$ cat src/design/ntl_pkg.sv
package ntl_pkg;

    localparam int LengthBitsDef = 16;
    localparam int QueueDepthDef = 2;
    localparam int TokenLenBits  = 16;
    localparam int KindBits      = 4;

    // token kinds
    localparam logic [KindBits-1:0] KindAttr     = 4'd0;
    localparam logic [KindBits-1:0] KindNumber   = 4'd1;
    localparam logic [KindBits-1:0] KindUnquoted = 4'd2;
    localparam logic [KindBits-1:0] KindQuoted   = 4'd3;
    localparam logic [KindBits-1:0] KindLParen   = 4'd4;
    localparam logic [KindBits-1:0] KindComma    = 4'd5;
    localparam logic [KindBits-1:0] KindRParen   = 4'd6;
    localparam logic [KindBits-1:0] KindColon    = 4'd7;
    localparam logic [KindBits-1:0] KindSemi     = 4'd8;
    localparam logic [KindBits-1:0] KindInvalid  = 4'd9;
    localparam logic [KindBits-1:0] KindEnd      = 4'd10;

    // characters
    localparam logic [7:0] ChSpace  = 8'h20;
    localparam logic [7:0] ChCr     = 8'h0D;
    localparam logic [7:0] ChLf     = 8'h0A;
    localparam logic [7:0] ChTab    = 8'h09;
    localparam logic [7:0] ChLParen = 8'h28;
    localparam logic [7:0] ChRParen = 8'h29;
    localparam logic [7:0] ChComma  = 8'h2C;
    localparam logic [7:0] ChColon  = 8'h3A;
    localparam logic [7:0] ChSemi   = 8'h3B;
    localparam logic [7:0] ChLBrack = 8'h5B;
    localparam logic [7:0] ChRBrack = 8'h5D;
    localparam logic [7:0] ChQuote  = 8'h27;
    localparam logic [7:0] ChAmp    = 8'h26;
    localparam logic [7:0] ChDot    = 8'h2E;
    localparam logic [7:0] ChLowE   = 8'h65;
    localparam logic [7:0] ChUpE    = 8'h45;
    localparam logic [7:0] ChPlus   = 8'h2B;
    localparam logic [7:0] ChMinus  = 8'h2D;
    localparam logic [7:0] ChZero   = 8'h30;
    localparam logic [7:0] ChNine   = 8'h39;

    typedef struct packed {
        logic [7:0] in_byte;
        logic       end_of_input;
    } t_in_word;

    typedef struct packed {
        logic [KindBits-1:0]     tok_kind;
        logic [TokenLenBits-1:0] token_length;
        logic                    last_of_item;
    } t_out_word;

    // classified byte handed from front to back
    typedef struct packed {
        logic                eoi;
        logic                digit;
        logic                ws;
        logic                label_stop;
        logic                dot;
        logic                expo;
        logic                sign;
        logic                quote;
        logic                lbrack;
        logic                rbrack;
        logic                amp;
        logic                punct;
        logic [KindBits-1:0] punct_kind;
    } t_cls;

endpackage

$ cat src/design/ntl_front.sv
module ntl_front (
    input  ntl_pkg::t_in_word i_word,
    output ntl_pkg::t_cls     o_cls
);
    import ntl_pkg::*;

    logic [7:0] c;

    assign c = i_word.in_byte;

    always_comb begin
        o_cls            = '0;
        o_cls.eoi        = i_word.end_of_input;
        o_cls.digit      = (c >= ChZero) && (c <= ChNine);
        o_cls.ws         = (c == ChSpace) || (c == ChCr) || (c == ChLf) || (c == ChTab);
        o_cls.dot        = (c == ChDot);
        o_cls.expo       = (c == ChLowE) || (c == ChUpE);
        o_cls.sign       = (c == ChPlus) || (c == ChMinus);
        o_cls.quote      = (c == ChQuote);
        o_cls.lbrack     = (c == ChLBrack);
        o_cls.rbrack     = (c == ChRBrack);
        o_cls.amp        = (c == ChAmp);
        o_cls.label_stop = o_cls.ws || (c == ChLParen) || (c == ChRParen)
                         || (c == ChLBrack) || (c == ChRBrack) || (c == ChQuote)
                         || (c == ChColon) || (c == ChSemi) || (c == ChComma);
        o_cls.punct      = 1'b1;
        priority if (c == ChLParen) begin
            o_cls.punct_kind = KindLParen;
        end else if (c == ChRParen) begin
            o_cls.punct_kind = KindRParen;
        end else if (c == ChComma) begin
            o_cls.punct_kind = KindComma;
        end else if (c == ChColon) begin
            o_cls.punct_kind = KindColon;
        end else if (c == ChSemi) begin
            o_cls.punct_kind = KindSemi;
        end else if (c == ChRBrack) begin
            // stray close bracket
            o_cls.punct_kind = KindInvalid;
        end else begin
            o_cls.punct      = 1'b0;
            o_cls.punct_kind = KindInvalid;
        end
    end

endmodule

$ cat src/design/ntl_queue.sv
module ntl_queue #(
    parameter int DEPTH = ntl_pkg::QueueDepthDef
) (
    input  logic          i_clk,
    input  logic          i_rst_n,
    input  logic          i_push,
    input  ntl_pkg::t_cls i_data,
    output logic          o_full,
    input  logic          i_pop,
    output logic          o_valid,
    output ntl_pkg::t_cls o_data
);
    import ntl_pkg::*;

    localparam int PtrW = (DEPTH > 1) ? $clog2(DEPTH) : 1;
    localparam int CntW = $clog2(DEPTH + 1);

    t_cls            r_mem [DEPTH];
    logic [PtrW-1:0] r_wr_ptr, n_wr_ptr;
    logic [PtrW-1:0] r_rd_ptr, n_rd_ptr;
    logic [CntW-1:0] r_count,  n_count;
    logic            do_push, do_pop;

    assign o_full  = (r_count == CntW'(DEPTH));
    assign o_valid = (r_count != '0);
    assign o_data  = r_mem[r_rd_ptr];
    assign do_push = i_push && !o_full;
    assign do_pop  = i_pop && o_valid;

    always_comb begin
        n_wr_ptr = r_wr_ptr;
        n_rd_ptr = r_rd_ptr;
        n_count  = r_count;
        if (do_push) begin
            n_wr_ptr = (r_wr_ptr == PtrW'(DEPTH - 1)) ? '0 : r_wr_ptr + PtrW'(1);
        end
        if (do_pop) begin
            n_rd_ptr = (r_rd_ptr == PtrW'(DEPTH - 1)) ? '0 : r_rd_ptr + PtrW'(1);
        end
        unique case ({do_push, do_pop})
            2'b10:   n_count = r_count + CntW'(1);
            2'b01:   n_count = r_count - CntW'(1);
            default: n_count = r_count;
        endcase
    end

    always_ff @(posedge i_clk) begin
        if (!i_rst_n) begin
            r_wr_ptr <= '0;
            r_rd_ptr <= '0;
            r_count  <= '0;
        end else begin
            r_wr_ptr <= n_wr_ptr;
            r_rd_ptr <= n_rd_ptr;
            r_count  <= n_count;
        end
    end

    always_ff @(posedge i_clk) begin
        if (do_push) begin
            r_mem[r_wr_ptr] <= i_data;
        end
    end

endmodule

$ cat src/design/ntl_back.sv
module ntl_back #(
    parameter int LENGTH_BITS = ntl_pkg::LengthBitsDef
) (
    input  logic               i_clk,
    input  logic               i_rst_n,
    input  logic               i_cls_valid,
    input  ntl_pkg::t_cls      i_cls,
    output logic               o_cls_pop,
    output logic               o_out_valid,
    input  logic               i_out_ready,
    output ntl_pkg::t_out_word o_out_word
);
    import ntl_pkg::*;

    localparam logic [3:0] ModeIdle    = 4'd0;
    localparam logic [3:0] ModeNSign   = 4'd1;
    localparam logic [3:0] ModeNInt    = 4'd2;
    localparam logic [3:0] ModeNDot    = 4'd3;
    localparam logic [3:0] ModeNFrac   = 4'd4;
    localparam logic [3:0] ModeNE      = 4'd5;
    localparam logic [3:0] ModeNESign  = 4'd6;
    localparam logic [3:0] ModeNExp    = 4'd7;
    localparam logic [3:0] ModeUnq     = 4'd8;
    localparam logic [3:0] ModeQOpen   = 4'd9;
    localparam logic [3:0] ModeQQuote  = 4'd10;
    localparam logic [3:0] ModeBrStart = 4'd11;
    localparam logic [3:0] ModeAttr    = 4'd12;
    localparam logic [3:0] ModeComment = 4'd13;

    typedef struct packed {
        logic      v;
        t_out_word w;
    } t_res;

    logic [3:0]             r_mode, n_mode;
    logic [LENGTH_BITS-1:0] r_len,  n_len;
    logic [LENGTH_BITS-1:0] bump_len;
    logic [TokenLenBits-1:0] cur_len16, bump_len16;

    logic                   r_out_v,  n_out_v;
    t_out_word              r_out,    n_out;
    logic                   r_sec_v,  n_sec_v;
    t_out_word              r_sec,    n_sec;

    logic                   st_v;
    logic [KindBits-1:0]    st_kind;
    logic [3:0]             st_mode;
    logic [LENGTH_BITS-1:0] st_len;
    t_res                   res_a, res_b;
    logic                   out_free, pop;

    assign bump_len = (&r_len) ? r_len : r_len + LENGTH_BITS'(1);

    if (LENGTH_BITS > TokenLenBits) begin : g_sat
        assign cur_len16  = (|r_len[LENGTH_BITS-1:TokenLenBits]) ? '1
                          : r_len[TokenLenBits-1:0];
        assign bump_len16 = (|bump_len[LENGTH_BITS-1:TokenLenBits]) ? '1
                          : bump_len[TokenLenBits-1:0];
    end else begin : g_ext
        assign cur_len16  = TokenLenBits'(r_len);
        assign bump_len16 = TokenLenBits'(bump_len);
    end

    // fresh start from idle
    always_comb begin
        st_v    = 1'b0;
        st_kind = i_cls.punct_kind;
        st_mode = ModeIdle;
        st_len  = '0;
        priority if (i_cls.ws) begin
            st_mode = ModeIdle;
        end else if (i_cls.punct) begin
            st_v = 1'b1;
        end else if (i_cls.lbrack) begin
            st_mode = ModeBrStart;
            st_len  = LENGTH_BITS'(1);
        end else if (i_cls.quote) begin
            st_mode = ModeQOpen;
            st_len  = LENGTH_BITS'(1);
        end else if (i_cls.sign) begin
            st_mode = ModeNSign;
            st_len  = LENGTH_BITS'(1);
        end else if (i_cls.digit) begin
            st_mode = ModeNInt;
            st_len  = LENGTH_BITS'(1);
        end else begin
            st_mode = ModeUnq;
            st_len  = LENGTH_BITS'(1);
        end
    end

    // per-word lexer step
    always_comb begin
        logic                close;
        logic [KindBits-1:0] close_kind;
        logic                pend;
        logic [KindBits-1:0] pend_kind;

        n_mode     = r_mode;
        n_len      = r_len;
        res_a      = '0;
        res_b      = '0;
        close      = 1'b0;
        close_kind = KindInvalid;
        pend       = 1'b1;
        pend_kind  = KindInvalid;

        if (i_cls.eoi) begin
            unique case (r_mode)
                ModeNInt, ModeNFrac, ModeNExp: pend_kind = KindNumber;
                ModeUnq:                       pend_kind = KindUnquoted;
                ModeQQuote:                    pend_kind = KindQuoted;
                ModeNSign, ModeNDot, ModeNE, ModeNESign,
                ModeQOpen, ModeBrStart, ModeAttr, ModeComment:
                                               pend_kind = KindInvalid;
                default:                       pend = 1'b0;
            endcase
            if (pend) begin
                res_a.v              = 1'b1;
                res_a.w.tok_kind     = pend_kind;
                res_a.w.token_length = cur_len16;
                res_b.v              = 1'b1;
                res_b.w.tok_kind     = KindEnd;
                res_b.w.token_length = '0;
            end else begin
                res_a.v              = 1'b1;
                res_a.w.tok_kind     = KindEnd;
                res_a.w.token_length = '0;
            end
            n_mode = ModeIdle;
            n_len  = '0;
        end else begin
            unique case (r_mode)
                ModeNSign, ModeNDot, ModeNESign: begin
                    if (i_cls.digit) begin
                        n_len  = bump_len;
                        n_mode = (r_mode == ModeNSign) ? ModeNInt :
                                 (r_mode == ModeNDot)  ? ModeNFrac : ModeNExp;
                    end else begin
                        close      = 1'b1;
                        close_kind = KindInvalid;
                    end
                end
                ModeNInt: begin
                    if (i_cls.digit) begin
                        n_len = bump_len;
                    end else if (i_cls.dot) begin
                        n_len  = bump_len;
                        n_mode = ModeNDot;
                    end else if (i_cls.expo) begin
                        n_len  = bump_len;
                        n_mode = ModeNE;
                    end else begin
                        close      = 1'b1;
                        close_kind = KindNumber;
                    end
                end
                ModeNFrac: begin
                    if (i_cls.digit) begin
                        n_len = bump_len;
                    end else if (i_cls.expo) begin
                        n_len  = bump_len;
                        n_mode = ModeNE;
                    end else begin
                        close      = 1'b1;
                        close_kind = KindNumber;
                    end
                end
                ModeNE: begin
                    if (i_cls.sign) begin
                        n_len  = bump_len;
                        n_mode = ModeNESign;
                    end else if (i_cls.digit) begin
                        n_len  = bump_len;
                        n_mode = ModeNExp;
                    end else begin
                        close      = 1'b1;
                        close_kind = KindInvalid;
                    end
                end
                ModeNExp: begin
                    if (i_cls.digit) begin
                        n_len = bump_len;
                    end else begin
                        close      = 1'b1;
                        close_kind = KindNumber;
                    end
                end
                ModeUnq: begin
                    if (i_cls.label_stop) begin
                        close      = 1'b1;
                        close_kind = KindUnquoted;
                    end else begin
                        n_len = bump_len;
                    end
                end
                ModeQOpen: begin
                    n_len = bump_len;
                    if (i_cls.quote) begin
                        n_mode = ModeQQuote;
                    end
                end
                ModeQQuote: begin
                    if (i_cls.quote) begin
                        n_len  = bump_len;
                        n_mode = ModeQOpen;
                    end else begin
                        close      = 1'b1;
                        close_kind = KindQuoted;
                    end
                end
                ModeBrStart: begin
                    if (i_cls.rbrack) begin
                        n_mode = ModeIdle;
                        n_len  = '0;
                    end else begin
                        n_len  = bump_len;
                        n_mode = i_cls.amp ? ModeAttr : ModeComment;
                    end
                end
                ModeAttr: begin
                    n_len = bump_len;
                    if (i_cls.rbrack) begin
                        res_a.v              = 1'b1;
                        res_a.w.tok_kind     = KindAttr;
                        res_a.w.token_length = bump_len16;
                        n_mode               = ModeIdle;
                        n_len                = '0;
                    end
                end
                ModeComment: begin
                    n_len = bump_len;
                    if (i_cls.rbrack) begin
                        n_mode = ModeIdle;
                        n_len  = '0;
                    end
                end
                default: begin
                    res_a.v              = st_v;
                    res_a.w.tok_kind     = st_kind;
                    res_a.w.token_length = TokenLenBits'(1);
                    n_mode               = st_mode;
                    n_len                = st_len;
                end
            endcase
            if (close) begin
                res_a.v              = 1'b1;
                res_a.w.tok_kind     = close_kind;
                res_a.w.token_length = cur_len16;
                res_b.v              = st_v;
                res_b.w.tok_kind     = st_kind;
                res_b.w.token_length = TokenLenBits'(1);
                n_mode               = st_mode;
                n_len                = st_len;
            end
        end
        res_a.w.last_of_item = !res_b.v;
        res_b.w.last_of_item = 1'b1;
    end

    // output register plus a holding slot for a second result
    assign out_free  = !r_out_v || i_out_ready;
    assign pop       = i_cls_valid && !r_sec_v && out_free;
    assign o_cls_pop = pop;

    always_comb begin
        n_out_v = r_out_v;
        n_out   = r_out;
        n_sec_v = r_sec_v;
        n_sec   = r_sec;
        if (pop) begin
            n_out_v = res_a.v || (r_out_v && !i_out_ready);
            if (res_a.v) begin
                n_out = res_a.w;
            end
            if (res_b.v) begin
                n_sec_v = 1'b1;
                n_sec   = res_b.w;
            end
        end else if (r_sec_v && out_free) begin
            n_out_v = 1'b1;
            n_out   = r_sec;
            n_sec_v = 1'b0;
        end else if (i_out_ready) begin
            n_out_v = 1'b0;
        end
    end

    always_ff @(posedge i_clk) begin
        if (!i_rst_n) begin
            r_mode  <= ModeIdle;
            r_len   <= '0;
            r_out_v <= 1'b0;
            r_sec_v <= 1'b0;
        end else begin
            if (pop) begin
                r_mode <= n_mode;
                r_len  <= n_len;
            end
            r_out_v <= n_out_v;
            r_sec_v <= n_sec_v;
        end
    end

    always_ff @(posedge i_clk) begin
        r_out <= n_out;
        r_sec <= n_sec;
    end

    assign o_out_valid = r_out_v;
    assign o_out_word  = r_out;

endmodule

$ cat src/design/newick_token_lexer.sv
// Newick token lexer: takes tree text one byte per word (or an end-of-input
// word) and returns one word per finished token with its kind and saturated
// length. Input bytes are classified and placed in a small queue (depth
// QUEUE_DEPTH); the lexer state machine behind it retires one input word per
// clock when the holding slot is empty and its result fits in the output
// register. A byte that closes one token and is itself a token (or an
// end-of-input that closes a pending token) gives two result words and holds
// the lexer until the second word leaves the holding slot; otherwise the block
// sustains one byte per clock while the output is ready. Whitespace and
// comments produce no result. Result words are presented from a register.
module newick_token_lexer #(
    parameter int LENGTH_BITS = ntl_pkg::LengthBitsDef,
    parameter int QUEUE_DEPTH = ntl_pkg::QueueDepthDef
) (
    input  logic               i_clk,
    input  logic               i_rst_n,
    input  logic               i_in_valid,
    output logic               o_in_ready,
    input  ntl_pkg::t_in_word  i_in_word,
    output logic               o_out_valid,
    input  logic               i_out_ready,
    output ntl_pkg::t_out_word o_out_word
);
    import ntl_pkg::*;

    t_cls front_cls;
    t_cls q_cls;
    logic q_full;
    logic q_valid;
    logic q_pop;

    assign o_in_ready = !q_full;

    ntl_front u_front (
        .i_word (i_in_word),
        .o_cls  (front_cls)
    );

    ntl_queue #(
        .DEPTH (QUEUE_DEPTH)
    ) u_queue (
        .i_clk   (i_clk),
        .i_rst_n (i_rst_n),
        .i_push  (i_in_valid),
        .i_data  (front_cls),
        .o_full  (q_full),
        .i_pop   (q_pop),
        .o_valid (q_valid),
        .o_data  (q_cls)
    );

    ntl_back #(
        .LENGTH_BITS (LENGTH_BITS)
    ) u_back (
        .i_clk       (i_clk),
        .i_rst_n     (i_rst_n),
        .i_cls_valid (q_valid),
        .i_cls       (q_cls),
        .o_cls_pop   (q_pop),
        .o_out_valid (o_out_valid),
        .i_out_ready (i_out_ready),
        .o_out_word  (o_out_word)
    );

endmodule

$ cat config.mk
export PLATFORM = sky130hd
export DESIGN_NAME = newick_token_lexer
export DESIGN_NICKNAME = d
export VERILOG_FILES = /design/src/design/ntl_pkg.sv /design/src/design/ntl_front.sv /design/src/design/ntl_queue.sv /design/src/design/ntl_back.sv /design/src/design/newick_token_lexer.sv
export SDC_FILE = /design/constraint.sdc
export NUM_CORES = 1
export LEC_CHECK = 0
export ABC_AREA = 1
export BUFFER_PORTS_ARGS = -buffer_cell sky130_fd_sc_hd__buf_2
export CAP_MARGIN = 20
export CORE_ASPECT_RATIO = 1.25
export CORE_UTILIZATION = 40
export CTS_BUF_LIST = sky130_fd_sc_hd__clkbuf_2
export DETAILED_ROUTE_END_ITERATION = 16
export HOLD_SLACK_MARGIN = 0.06
export PLACE_DENSITY = 0.62
export SLEW_MARGIN = 30
export SYNTH_ARGS = -nofsm -noshare
export SYNTH_HDL_FRONTEND = slang
export SYNTH_SLANG_ARGS = --single-unit
$ cat constraint.sdc
create_clock -name i_clk -period 2.9 [get_ports i_clk]
set_input_delay 0.435 -clock i_clk [delete_from_list [all_inputs] [get_ports i_clk]]
set_output_delay 0.435 -clock i_clk [all_outputs]
set_load 0.03 [all_outputs]
==> results.cfg <==
[clocking]
cts_hold_buf = 2
clock_sinks = 85
cts_resized = 0
clk_latency_ps = 580
cts_buffer_depth = 2
post_cts_buffers = 0
clkTransAtPathRegs_ps = 240
cts-root-buf = clkbuf_2
cts_tree = built
h-tree-depth = 3
cts_buffers = 9

[cells_and_area]
final_cell_mix = nand2_1, inv_1, nor2_1
final_common_cell = nand2_1
area_growth_pct = 10.1
multiInputGateArea_um2 = 2420
fillers = 1295
drive_gt1_share_pct = 14.7
n_antenna_cell = 0
regArea_um2 = 2280
fin_nets = 743

[critical_path]
critPathLaunchType = register
worst-path-buf-inv = 2
cp_top_family = simple AND/OR/NAND/NOR gates
path_class = register to register
crit_arrival_ps = 2860
cp_data_required_time_ps = 3290
path_depth = 12
cp_max_fo = 14
critPathCaptureType = register
crit_path_frequent_cell = nand2_2
cp_slowest_cell = dfxtp_1
max_stage_delay_ps = 590
path_cells = inv_4, nand2_1, nand2_2, nand2_4, nand2_2, nand2_2, nand3_4, nor2_4, nand2_2, nor2_4, inv_1, o22ai_1
reg2reg_slack_ps = 440
reg2reg_depth = 12

[routing]
firstDrtPassIters = 5
routed_wl_mm = 13.6
wl_per_cell_um = 15.1
drt_iter0_drc = 290
drt.antenna.violating_nets = 0
vias = 4611
drc = 0
viasPerCell = 5.14

[yosys]
synth.avg_cell_area_um2 = 7.45
synthAdderAreaFrac_pct = 0.490
syn-cell-area_um2 = 5110
synth_compound_area_share_pct = 11.1
synth_mux_area_share_pct = 0.588
synth-xor-area-share_pct = 1.89
netlist_instances = 685
synth_ff_type = edfxtp_1
synth_top_family_by_area = simple AND/OR/NAND/NOR gates
yosys.area_share.simple_pct = 33.3
synth_edf_count = 58
yosysSeqAreaShare_pct = 44.7
synth_warnings = 0
synth-async-reset-ratio_pct = 0
synth_cell_types = 40
ys_seq_elements = 85
syn_nets = 700

[power]
p_total_mw = 5.12
p_per_area_nw_per_um2 = 911
power_leakage_nw = 2.43
max-vdd-ir-drop_mv = 0.376

[grt]
grt_max_degree = 29
grt_usage_pct = 22.4
grt_pass1_vias = 4564
antenna_found_initial = 0
grt.overflow.total = 0
grt_pass1_wl_mm = 22.1

[timing]
slew_headroom_pct = 43.7
grt_setup_unrepaired = false
finalSetupTns_ps = 0
finalCriticalPeriod_ps = 2460
skew_ps = 49.7
fin_crit_sh_pct = 84.9
worstMarginPinSlew_ps = 844
setup_viol = 0
hold_viol = 0
drv_slew = 0
max_freq_ghz = 0.406
setup_ws_ps = 437

[place]
pre_cts_slack_ps = 472
routabilityCongestion = 0.967
dp_hpwl_mm = 10.7
io_buffer_count = 35

[flow_run]
cap_violations = 0

[die]
die_area_um2 = 13200
die-width_um = 103
dieHeight_um = 128
rows = 45
pin_count = 36
core_um2 = 12300
initial_utilization_pct = 41.6

[hold_path]
whs_path_depth = 3
hp-class = primary input to register

[status]
status = finished clean
-- through the flow --
stage                     hold WS (ps)  instance area [um^2]  cells  util, %
after floorplan                    443                  5110    685        -
after global placement             458                  5460    879     44.5
after detailed placement           465                  5460    879     44.5
after CTS                          129                  5620    897     45.8
after global routing               114                  5620    897     45.8
final                              172                  5620    897     45.8
-- final cells by class --
class	count	area share (%)
Sequential cell	85	40.6
Clock buffer	10	0.890
Clock inverter	6	1.69
Inverter	80	5.43
Tap cell	164	3.65
Timing Repair Buffer	46	4.67
Multi-Input combinational cell	506	43.1
-- synth_stat cells (2+ instances only) --
cell type / instances / share of area, %
nand2_1: 227 / 17
edfxtp_1: 58 / 34
nand3_1: 34 / 3.3
o22ai_1: 3 / 0.37
dfxtp_1: 27 / 11
nor2_4: 4 / 0.88
o21ai_2: 6 / 1.0
o21ai_0: 40 / 3.9
nand2_2: 10 / 1.2
xor2_1: 11 / 1.9
ha_1: 2 / 0.49
o21a_1: 2 / 0.29
buf_6: 5 / 1.1
inv_1: 73 / 5.4
o21ai_1: 2 / 0.20
inv_4: 2 / 0.24
mux2i_1: 3 / 0.59
nor2_1: 72 / 5.3
inv_2: 5 / 0.37
or2_2: 5 / 0.61
nor2_2: 5 / 0.61
clkbuf_1: 5 / 0.37
nand4_1: 7 / 0.86
nand2_4: 5 / 1.1
o211ai_1: 2 / 0.29
a21oi_1: 40 / 3.9
nor3_1: 15 / 1.5
buf_2: 3 / 0.29
-- path summary, 6_finish.rpt --
path	endpoint	from
worst max-delay path	u_back.o_out_word[3]	register
worst min-delay path	u_queue.r_wr_ptr	i_in_valid
worst max register to register	u_back.o_out_word[3]	register
worst min register to register	u_queue.r_count[1]	u_queue.r_count[1]
-- flip-flops by register name, summed over array words and instances (netlist names), named ones only --
signal	cells
u_back.o_out_word	21
u_back.r_sec_v	1
u_queue.r_mem	32
u_back.r_mode	4
u_queue.r_rd_ptr	1
u_back.r_sec	5
u_queue.r_count	2
u_back.o_out_valid	1
u_back.cur_len16	16
u_queue.r_wr_ptr	1
-- logic make-up after synthesis --
kind of cell,Yosys count
and+or+nand+nor,389
AOI/OAI and AO/OA,101
buffers and inverters,94
DFF,85
xor gates and xnor gates,11
muxes,3
adders and majority gates,2
-- worst register-to-register path, stage by stage (launching register included) --
cell and delay [ps]:
dfxtp_1 590, inv_4 130, nand2_1 120, nand2_2 100, nand2_4 100, nand2_2 110, nand2_2 110, nand3_4 140
nor2_4 220, nand2_2 130, nor2_4 250, inv_1 120, o22ai_1 200
-- routing by layer --
metal,routed length (um),track usage (%)
met5,0,0
met4,977,16.2
met3,435,4.20
met2,7140,40.2
met1,5000,23.0
-- report_power, final --
group | total [mW] | internal (mW) | switching [mW]
Combinational | 2.60 | 0.696 | 1.91
Sequential | 1.78 | 1.64 | 0.141
Clock | 0.733 | 0.298 | 0.436
No activity file was read; power rests on OpenSTA's default activity.
